--- config.mk ---
export PLATFORM = sky130hd
export DESIGN_NAME = iir_direct_form_one_q16_unit_flat
export DESIGN_NICKNAME = d
export VERILOG_FILES = /design/src/iirdf1_pkg.sv /design/src/iirdf1_in_if.sv /design/src/iirdf1_out_if.sv /design/src/iirdf1_datapath.sv /design/src/iir_direct_form_one_q16_unit.sv /design/src/flat_wrapper.sv
export SDC_FILE = /design/constraint.sdc
export NUM_CORES = 2
export LEC_CHECK = 0
export BUFFER_PORTS_ARGS = -buffer_cell sky130_fd_sc_hd__buf_2
export CORE_MARGIN = 4
export CORE_UTILIZATION = 45
export CTS_CLUSTER_DIAMETER = 60
export CTS_CLUSTER_SIZE = 25
export DETAILED_ROUTE_END_ITERATION = 10
export HOLD_SLACK_MARGIN = 0.06
export SYNTH_ARGS = -nofsm -noshare
export SYNTH_HDL_FRONTEND = slang
export SYNTH_HIERARCHICAL = 1
export SYNTH_SLANG_ARGS = --single-unit
--- constraint.sdc ---
create_clock -name clk -period 10.6 [get_ports clk]
set_input_delay 2.12 -clock clk [delete_from_list [all_inputs] [get_ports clk]]
set_output_delay 2.12 -clock clk [all_outputs]
set_load 0.01 [all_outputs]
--- src/iirdf1_pkg.sv ---
`timescale 1ns / 1ps

package iirdf1_pkg;

  // field and coefficient widths
  localparam int unsigned DataW    = 16;
  localparam int unsigned CoefW    = 32;
  localparam int unsigned OutW     = 10;
  localparam int unsigned FracBits = 16;

  // clamp ceiling of the output word
  localparam int unsigned OutMax = 1023;

  // filter order and coefficient reset values (unity gain on the current sample)
  localparam int unsigned DefaultOrder = 2;
  localparam logic [CoefW-1:0] Ff0Reset = 32'h0001_0000;

  typedef logic signed [DataW-1:0] sample_t;
  typedef logic [OutW-1:0]         out_t;
  typedef logic [CoefW-1:0]        coef_t;

  // datapath result: raw feedback value and clamped output
  typedef struct packed {
    logic [DataW-1:0] raw;
    out_t             clamped;
  } dp_res_t;

endpackage

--- src/iirdf1_in_if.sv ---
`timescale 1ns / 1ps

interface iirdf1_in_if;
  logic                 valid;
  logic                 ready;
  iirdf1_pkg::sample_t  sample_in;

  modport source (output valid, output sample_in, input ready);
  modport sink   (input valid, input sample_in, output ready);
endinterface

--- src/iirdf1_out_if.sv ---
`timescale 1ns / 1ps

interface iirdf1_out_if;
  logic              valid;
  logic              ready;
  iirdf1_pkg::out_t  sample_out;

  modport source (output valid, output sample_out, input ready);
  modport sink   (input valid, input sample_out, output ready);
endinterface

--- src/iirdf1_datapath.sv ---
`timescale 1ns / 1ps

module iirdf1_datapath #(
  parameter int unsigned ORDER = iirdf1_pkg::DefaultOrder
) (
  input  iirdf1_pkg::sample_t                         x,
  input  logic [ORDER:0][iirdf1_pkg::CoefW-1:0]       ff_coef,
  input  logic [ORDER-1:0][iirdf1_pkg::CoefW-1:0]     fb_coef,
  input  logic [ORDER-1:0][iirdf1_pkg::DataW-1:0]     past_x,
  input  logic [ORDER-1:0][iirdf1_pkg::DataW-1:0]     past_y,
  output iirdf1_pkg::dp_res_t                         res
);

  localparam int unsigned DataW = iirdf1_pkg::DataW;
  localparam int unsigned CoefW = iirdf1_pkg::CoefW;
  localparam int unsigned OutW  = iirdf1_pkg::OutW;

  function automatic logic [CoefW-1:0] sext(input logic [DataW-1:0] v);
    return {{(CoefW-DataW){v[DataW-1]}}, v};
  endfunction

  logic [CoefW-1:0] acc;
  logic [DataW-1:0] raw;

  // multiply-accumulate over all taps, wrapping modulo 2^32
  always_comb begin
    acc = ff_coef[0] * sext(x);
    for (int k = 1; k <= ORDER; k++) begin
      acc = acc + ff_coef[k] * sext(past_x[k-1]);
    end
    for (int k = 1; k <= ORDER; k++) begin
      acc = acc - fb_coef[k-1] * sext(past_y[k-1]);
    end
  end

  assign raw = acc[iirdf1_pkg::FracBits +: DataW];

  // clamp to the unsigned output range
  always_comb begin
    res.raw = raw;
    if (raw[DataW-1]) begin
      res.clamped = '0;
    end else if (raw > DataW'(iirdf1_pkg::OutMax)) begin
      res.clamped = OutW'(iirdf1_pkg::OutMax);
    end else begin
      res.clamped = raw[OutW-1:0];
    end
  end

endmodule

--- src/iir_direct_form_one_q16_unit.sv ---
`timescale 1ns / 1ps

// Direct-form-I IIR filter, Q16 coefficients. Takes one signed 16-bit sample
// per word on in_ch and returns one filtered word on out_ch, clamped to 0..1023.
// Throughput is one word per clock while out_ch does not stall. A result is
// offered on out_ch after its sample has passed the input register and the
// result register. The clock rate is set by the feedback path: all 2*ORDER+1
// 32x16 multiplies and their sum sit between the input register and the
// result/history registers. Coefficients are written through cfg_we/cfg_index/
// cfg_data; the user must write them only while no word is in flight, which the
// block does not enforce. Indexes 0..ORDER are ff_coef_0..ff_coef_ORDER,
// ORDER+1..2*ORDER are fb_coef_1..fb_coef_ORDER; other indexes are ignored.
// After reset ff_coef_0 is 1.0 (65536), the rest and both delay lines are zero.
module iir_direct_form_one_q16_unit #(
  parameter int unsigned ORDER = iirdf1_pkg::DefaultOrder,
  localparam int unsigned CfgIdxW = $clog2(2 * ORDER + 1)
) (
  input  logic                          clk,
  input  logic                          rst_n,
  iirdf1_in_if.sink                     in_ch,
  iirdf1_out_if.source                  out_ch,
  input  logic                          cfg_we,
  input  logic [CfgIdxW-1:0]            cfg_index,
  input  logic [iirdf1_pkg::CoefW-1:0]  cfg_data
);

  localparam int unsigned DataW = iirdf1_pkg::DataW;
  localparam int unsigned CoefW = iirdf1_pkg::CoefW;

  logic [ORDER:0][CoefW-1:0]   ff_coef_r;
  logic [ORDER-1:0][CoefW-1:0] fb_coef_r;
  logic [ORDER-1:0][DataW-1:0] px_r;
  logic [ORDER-1:0][DataW-1:0] py_r;
  iirdf1_pkg::sample_t         xin_r;
  logic                        s1_v_r;
  logic                        out_v_r;
  iirdf1_pkg::out_t            out_sample_r;
  iirdf1_pkg::dp_res_t         dp_res;
  logic                        move;

  // word advances from input register to result register
  assign move        = s1_v_r && (!out_v_r || out_ch.ready);
  assign in_ch.ready = !s1_v_r || move;

  assign out_ch.valid      = out_v_r;
  assign out_ch.sample_out = out_sample_r;

  // coefficient registers
  always_ff @(posedge clk) begin
    if (!rst_n) begin
      ff_coef_r <= {{(ORDER * CoefW){1'b0}}, iirdf1_pkg::Ff0Reset};
      fb_coef_r <= '0;
    end else if (cfg_we) begin
      for (int k = 0; k <= ORDER; k++) begin
        if (cfg_index == CfgIdxW'(k)) ff_coef_r[k] <= cfg_data;
      end
      for (int k = 0; k < ORDER; k++) begin
        if (cfg_index == CfgIdxW'(ORDER + 1 + k)) fb_coef_r[k] <= cfg_data;
      end
    end
  end

  // input register
  always_ff @(posedge clk) begin
    if (!rst_n) begin
      s1_v_r <= 1'b0;
    end else if (in_ch.ready) begin
      s1_v_r <= in_ch.valid;
    end
  end

  always_ff @(posedge clk) begin
    if (in_ch.valid && in_ch.ready) xin_r <= in_ch.sample_in;
  end

  iirdf1_datapath #(
    .ORDER (ORDER)
  ) u_datapath (
    .x       (xin_r),
    .ff_coef (ff_coef_r),
    .fb_coef (fb_coef_r),
    .past_x  (px_r),
    .past_y  (py_r),
    .res     (dp_res)
  );

  // delay lines shift once per processed word
  always_ff @(posedge clk) begin
    if (!rst_n) begin
      px_r <= '0;
      py_r <= '0;
    end else if (move) begin
      for (int k = ORDER - 1; k > 0; k--) begin
        px_r[k] <= px_r[k-1];
        py_r[k] <= py_r[k-1];
      end
      px_r[0] <= xin_r;
      py_r[0] <= dp_res.raw;
    end
  end

  // result register
  always_ff @(posedge clk) begin
    if (!rst_n) begin
      out_v_r <= 1'b0;
    end else if (move) begin
      out_v_r <= 1'b1;
    end else if (out_ch.ready) begin
      out_v_r <= 1'b0;
    end
  end

  always_ff @(posedge clk) begin
    if (move) out_sample_r <= dp_res.clamped;
  end

  // checks
  a_ready_only_blocked_by_full: assert property (@(posedge clk) disable iff (!rst_n)
    !in_ch.ready |-> (s1_v_r && out_v_r && !out_ch.ready))
    else $error("input stalled without a full pipeline");

  a_move_fills_out: assert property (@(posedge clk) disable iff (!rst_n)
    move |=> out_v_r)
    else $error("result register empty after a word moved");

  a_px_shift: assert property (@(posedge clk) disable iff (!rst_n)
    move |=> px_r[0] == $past(xin_r))
    else $error("input history missed the processed sample");

  a_py_shift: assert property (@(posedge clk) disable iff (!rst_n)
    move |=> py_r[0] == $past(dp_res.raw))
    else $error("output history missed the raw result");

  a_neg_clamps_zero: assert property (@(posedge clk) disable iff (!rst_n)
    (move && dp_res.raw[DataW-1]) |=> out_sample_r == '0)
    else $error("negative raw value not clamped to zero");

endmodule
--- src/flat_wrapper.sv ---
// flat-port wrapper written by rule: the top's interface ports become plain ports
module iir_direct_form_one_q16_unit_flat 
#(
  parameter int unsigned ORDER = iirdf1_pkg::DefaultOrder,
  localparam int unsigned CfgIdxW = $clog2(2 * ORDER + 1)
)
  (clk, rst_n, cfg_we, cfg_index, cfg_data, in_ch_valid, in_ch_sample_in, in_ch_ready, out_ch_valid, out_ch_sample_out, out_ch_ready);
  iirdf1_in_if in_ch_i ();
  iirdf1_out_if out_ch_i ();
  input  logic clk;
  input  logic rst_n;
  input  logic cfg_we;
  input  logic [CfgIdxW-1:0] cfg_index;
  input  logic [iirdf1_pkg::CoefW-1:0] cfg_data;
  input wire logic [$bits(in_ch_i.valid)-1:0] in_ch_valid;
  input wire logic [$bits(in_ch_i.sample_in)-1:0] in_ch_sample_in;
  output wire logic [$bits(in_ch_i.ready)-1:0] in_ch_ready;
  output wire logic [$bits(out_ch_i.valid)-1:0] out_ch_valid;
  output wire logic [$bits(out_ch_i.sample_out)-1:0] out_ch_sample_out;
  input wire logic [$bits(out_ch_i.ready)-1:0] out_ch_ready;
  assign in_ch_i.valid = in_ch_valid;
  assign in_ch_i.sample_in = in_ch_sample_in;
  assign in_ch_ready = in_ch_i.ready;
  assign out_ch_valid = out_ch_i.valid;
  assign out_ch_sample_out = out_ch_i.sample_out;
  assign out_ch_i.ready = out_ch_ready;
  iir_direct_form_one_q16_unit #(.ORDER(ORDER)) u_core (.clk(clk), .rst_n(rst_n), .in_ch(in_ch_i), .out_ch(out_ch_i), .cfg_we(cfg_we), .cfg_index(cfg_index), .cfg_data(cfg_data));
endmodule
==> reports/summary.log <==
qor: worst_setup_path.critical-path-slowest-cell sky130_fd_sc_hd__edfxtp_1
qor: synth.mappedNetlistArea 0.06748 mm²
qor: worst_setup_path.reg2reg_slack 0.77 ns
qor: worst_setup_path.worstSetupStartpoint u_core/xin_r[6]$_DFFE_PP_
qor: synth.synth-seq-area-share 7.862%
qor: worst_setup_path.timing.critical_path.to u_core/out_ch.sample_out[3]$_DFFE_PP_
qor: synth.multiplexer_share_of_the_synthesized_area 0.9957%
qor: status.run_status finished, final reports clean
qor: placement.detailedPlacementHpwl 174.1 mm
qor: floorplanning.start_util 45.48%
qor: global_routing.via_count_of_the_first_global_routing_pass 51650
qor: timing.worst_slew_pin_slew 1.262 ns
qor: global_routing.grt_start_max_net_pins 150
qor: global_routing.grt_pass1_wl 323.1 mm
qor: detailed_routing.wl_per_cell 22.86 µm
qor: placement.dp_slack 0.8844 ns
qor: timing.holdWs 0.4678 ns
qor: final_layout.fraction_of_layout_instances_using_a_drive_strength_above_1 4.460%
qor: worst_setup_path.worst_ep_required_time 10.96 ns
qor: clock_tree.clock_tree.root_cell sky130_fd_sc_hd__clkbuf_16
qor: pwr.cellPowerDensity 301.4 mW/mm²
qor: floorplanning.die_area 0.1562 mm²
qor: worst_setup_path.critical_path_peak_fanout 16
qor: timing.setup_slack 0.7682 ns
qor: final_layout.layout.filler_cells 14060
qor: final_layout.final_net_count 9195
qor: pwr.peakVddDrop 1810 µV
qor: timing.timing_hold_violations_final 0
qor: floorplanning.die_height 395.2 µm
qor: timing.setup_viol 0
qor: synth.synthSimpleGateAreaFrac 17.10%
qor: synth.largest_family_of_logic_cells_by_synthesized_area adder cells
qor: timing.timing.slew.headroom 15.77%
qor: worst_setup_path.sort_of_element_at_the_start_of_the_critical_path register
qor: synth.synthDominantCellAreaShare 52.03%
qor: worst_setup_path.cp_common_cell sky130_fd_sc_hd__fa_1
qor: min_path.min-delay-path-class reg -> reg
qor: timing.clock-skew-final 0.03819 ns
qor: timing.totalNegativeSetupSlack 0 ns
qor: clock_tree.path_clk_slew 0.06 ns
qor: worst_setup_path.critical_path.max_stage_delay 1.09 ns
qor: synth.yosys_most_used_dff sky130_fd_sc_hd__dfxtp_1
qor: synth.synth_fp_nets 9348
qor: worst_setup_path.r2r-end u_core/out_ch.sample_out[3]$_DFFE_PP_
qor: worst_setup_path.endpoint_kind register
qor: global_routing.grt-ovfl-total 0
qor: worst_setup_path.crit_type reg -> reg
qor: floorplanning.chipWidth 395.2 µm
qor: timing.finalCriticalPeriod 9.832 ns
qor: floorplanning.pin_count 68
qor: synth.synth_compound_gate_area_share 2.036%
qor: synth.synth_area_in_adders 57.56%
qor: clock_tree.clock_tree.htree_level_count 2
qor: clock_tree.max-clock-path-buffers 3
qor: run.number_of_max_cap_violations 0
qor: pwr.cellLeakagePower 33.52 nW
qor: clock_tree.clk-insertion-delay-late 0.66 ns
qor: clock_tree.postCtsSetupRepairBufs 0
qor: detailed_routing.via_count 47000
qor: synth.yosys.cell_count.top_type sky130_fd_sc_hd__inv_1
qor: pwr.post-layout-total-power 0.02158 W
qor: clock_tree.count_of_clock_tree_sinks 252
qor: placement.port_buffers 67
qor: synth.syn_inst 7240
qor: synth.netlist-cell-type-count 57
qor: timing.max_clock_freq 0.1017 GHz
qor: synth.synth.largest_area_cell sky130_fd_sc_hd__fa_1
qor: global_routing.combined_global_route_utilization_of_all_metal_layers 27.74%
qor: detailed_routing.totalWireLength 208.9 mm
qor: worst_setup_path.worst_r2r_path_depth 26
qor: worst_setup_path.worst-endpoint-arrival 10.20 ns
qor: detailed_routing.post_detailed_route_via_to_cell_ratio 5.141
qor: floorplanning.core.rowCount 141
qor: synth.postSynth.asyncResetShare 0%
qor: synth.synth.top_cells.by_count sky130_fd_sc_hd__inv_1 (1786), sky130_fd_sc_hd__fa_1 (1754), sky130_fd_sc_hd__nand2_1 (1099)
qor: timing.setup_repair_after_global_routing_missed_its_margin no
qor: synth.synth_edf_count 26
qor: timing.final.period_utilization 92.75%
qor: placement.dpl-instance-area 0.06970 mm²
qor: final_layout.final_cell_area 0.07160 mm²
qor: final_layout.syn2layout_area_growth 6.100%
qor: clock_tree.tritoncts built
qor: floorplanning.core 0.1484 mm²
qor: timing.slew_viol_final 0
qor: detailed_routing.antenna_left 0
qor: global_routing.antenna_violations_before_repair 15
qor: clock_tree.cts_resized 0
qor: synth.yosys_warnings 6
qor: detailed_routing.dr.first_iter.drc_count 3408
qor: synth.yosys_register_bits 252
qor: synth.netlist_top_cells_area sky130_fd_sc_hd__fa_1 (52%), sky130_fd_sc_hd__inv_1 (9.9%), sky130_fd_sc_hd__and2_1 (8.5%)
qor: placement.finalWeightedCongestion 0.9550
qor: detailed_routing.drt-pass1-iter-count 5
qor: clock_tree.cts-hold-fix-buffers 0
qor: synth.avgSynthCellArea 9.321 µm²
qor: detailed_routing.drc_errors 0
qor: worst_setup_path.reg2reg_from u_core/xin_r[6]$_DFFE_PP_
qor: clock_tree.cts_inserted_buffers 51
qor: synth.synth_xor_area_share 2.269%
-- critical path: cells and delay by family (launching register included) --
family	cells	cell delay, ns
fa+ha+maj	11	5.33
compound gates	5	1.69
flops	1	1.09
buf+inv	7	0.90
simple gates	3	0.51
-- cell families (layout without fill, tap and decap cells) --
kind of cell / count (synthesis) / after routing
AOI/OAI and AO/OA: 228 / 228
xor gates and xnor gates: 167 / 167
adders and majority gates: 2052 / 2052
buffers and inverters: 2164 / 2054
DFF: 252 / 252
muxes: 67 / 67
other: 1 / 10
and+or+nand+nor: 2309 / 2309
-- cells in the final DEF (no fill, tap or decap), types with 4 or more instances in the layout --
| master | instances |
|---|---|
| sky130_fd_sc_hd__xnor3_1 | 5 |
| sky130_fd_sc_hd__a32oi_1 | 11 |
| sky130_fd_sc_hd__nand3_1 | 154 |
| sky130_fd_sc_hd__nand4_1 | 4 |
| sky130_fd_sc_hd__xnor2_1 | 134 |
| sky130_fd_sc_hd__fa_1 | 1754 |
| sky130_fd_sc_hd__dfxtp_1 | 226 |
| sky130_fd_sc_hd__nand3_2 | 10 |
| sky130_fd_sc_hd__buf_4 | 101 |
| sky130_fd_sc_hd__ha_1 | 298 |
| sky130_fd_sc_hd__a21oi_1 | 15 |
| sky130_fd_sc_hd__inv_12 | 5 |
| sky130_fd_sc_hd__clkinv_8 | 8 |
| sky130_fd_sc_hd__o21ai_2 | 30 |
| sky130_fd_sc_hd__nand2_1 | 1099 |
| sky130_fd_sc_hd__clkbuf_16 | 52 |
| sky130_fd_sc_hd__and3_1 | 6 |
| sky130_fd_sc_hd__xor2_1 | 28 |
| sky130_fd_sc_hd__nor2b_1 | 46 |
| sky130_fd_sc_hd__a21o_1 | 6 |
| sky130_fd_sc_hd__mux2i_1 | 66 |
| sky130_fd_sc_hd__nand2b_1 | 43 |
| sky130_fd_sc_hd__buf_2 | 66 |
| sky130_fd_sc_hd__inv_6 | 4 |
| sky130_fd_sc_hd__diode_2 | 9 |
| sky130_fd_sc_hd__inv_1 | 1786 |
| sky130_fd_sc_hd__edfxtp_1 | 26 |
| sky130_fd_sc_hd__o21ai_0 | 141 |
| sky130_fd_sc_hd__nor2_1 | 11 |
| sky130_fd_sc_hd__and2_1 | 918 |
| sky130_fd_sc_hd__inv_8 | 19 |
-- metal layers --
metal / part of all wire [%] / up-vias / wire length [µm] / track usage, %
met5: 0 / - / 0 / 0
met4: 6.6 / 0 / 13790 / 14.52
met3: 6.1 / 396 / 12820 / 3.866
met2: 49 / 1632 / 102700 / 46.81
met1: 38 / 24690 / 79630 / 34.82
li1: - / 20280 / - / -
-- registers in the layout, summed over array words and instances (netlist names) --
register,flops
u_core/ff_coef_r,96
u_core/fb_coef_r,64
u_core/px_r,32
u_core/py_r,32
u_core/xin_r,16
u_core/out_ch.sample_out,10
u_core/out_ch.valid,1
u_core/s1_v_r,1
-- final cells by class --
cell class	count	area [µm²]	share of cell area [%]
antenna	9	22.52	0.03146
timing repair buffer	171	1164	1.625
multi-input combinational	4824	54020	75.45
clock buffer	54	1319	1.842
sequential	252	5305	7.410
tap	2002	2505	3.499
clock inverter	42	551.8	0.7707
inverter	1787	6708	9.369
-- worst min-delay path by stage --
stage | start | to | slack, ns | cells past startpoint
2_1_floorplan | u_core/px_r[20]$_SDFFE_PN0P_ | u_core/px_r[20]$_SDFFE_PN0P_ | 0.44 | 2
3_3_place_gp | u_core/ff_coef_r[31]$_SDFFE_PN0P_ | u_core/ff_coef_r[31]$_SDFFE_PN0P_ | 0.45 | 2
3_5_place_dp | u_core/ff_coef_r[31]$_SDFFE_PN0P_ | u_core/ff_coef_r[31]$_SDFFE_PN0P_ | 0.45 | 2
4_1_cts | u_core/ff_coef_r[31]$_SDFFE_PN0P_ | u_core/ff_coef_r[31]$_SDFFE_PN0P_ | 0.47 | 2
5_1_grt | u_core/ff_coef_r[31]$_SDFFE_PN0P_ | u_core/ff_coef_r[31]$_SDFFE_PN0P_ | 0.48 | 2
6_report | u_core/ff_coef_r[31]$_SDFFE_PN0P_ | u_core/ff_coef_r[31]$_SDFFE_PN0P_ | 0.47 | 2
-- through the flow --
stage / cells / util (%)
after floorplan: 7240 / -
after global placement: 9036 / 46.98
after detailed placement: 9036 / 46.98
after CTS: 9132 / 48.24
after global routing: 9132 / 48.24
final: 9141 / 48.26
-- report_power, final --
part	internal, W	switching, W
combinational	0.00699	0.0112
sequential	0.00136	0.000227
clock	0.00103	0.000769
No activity file was read; power rests on OpenSTA's default activity.
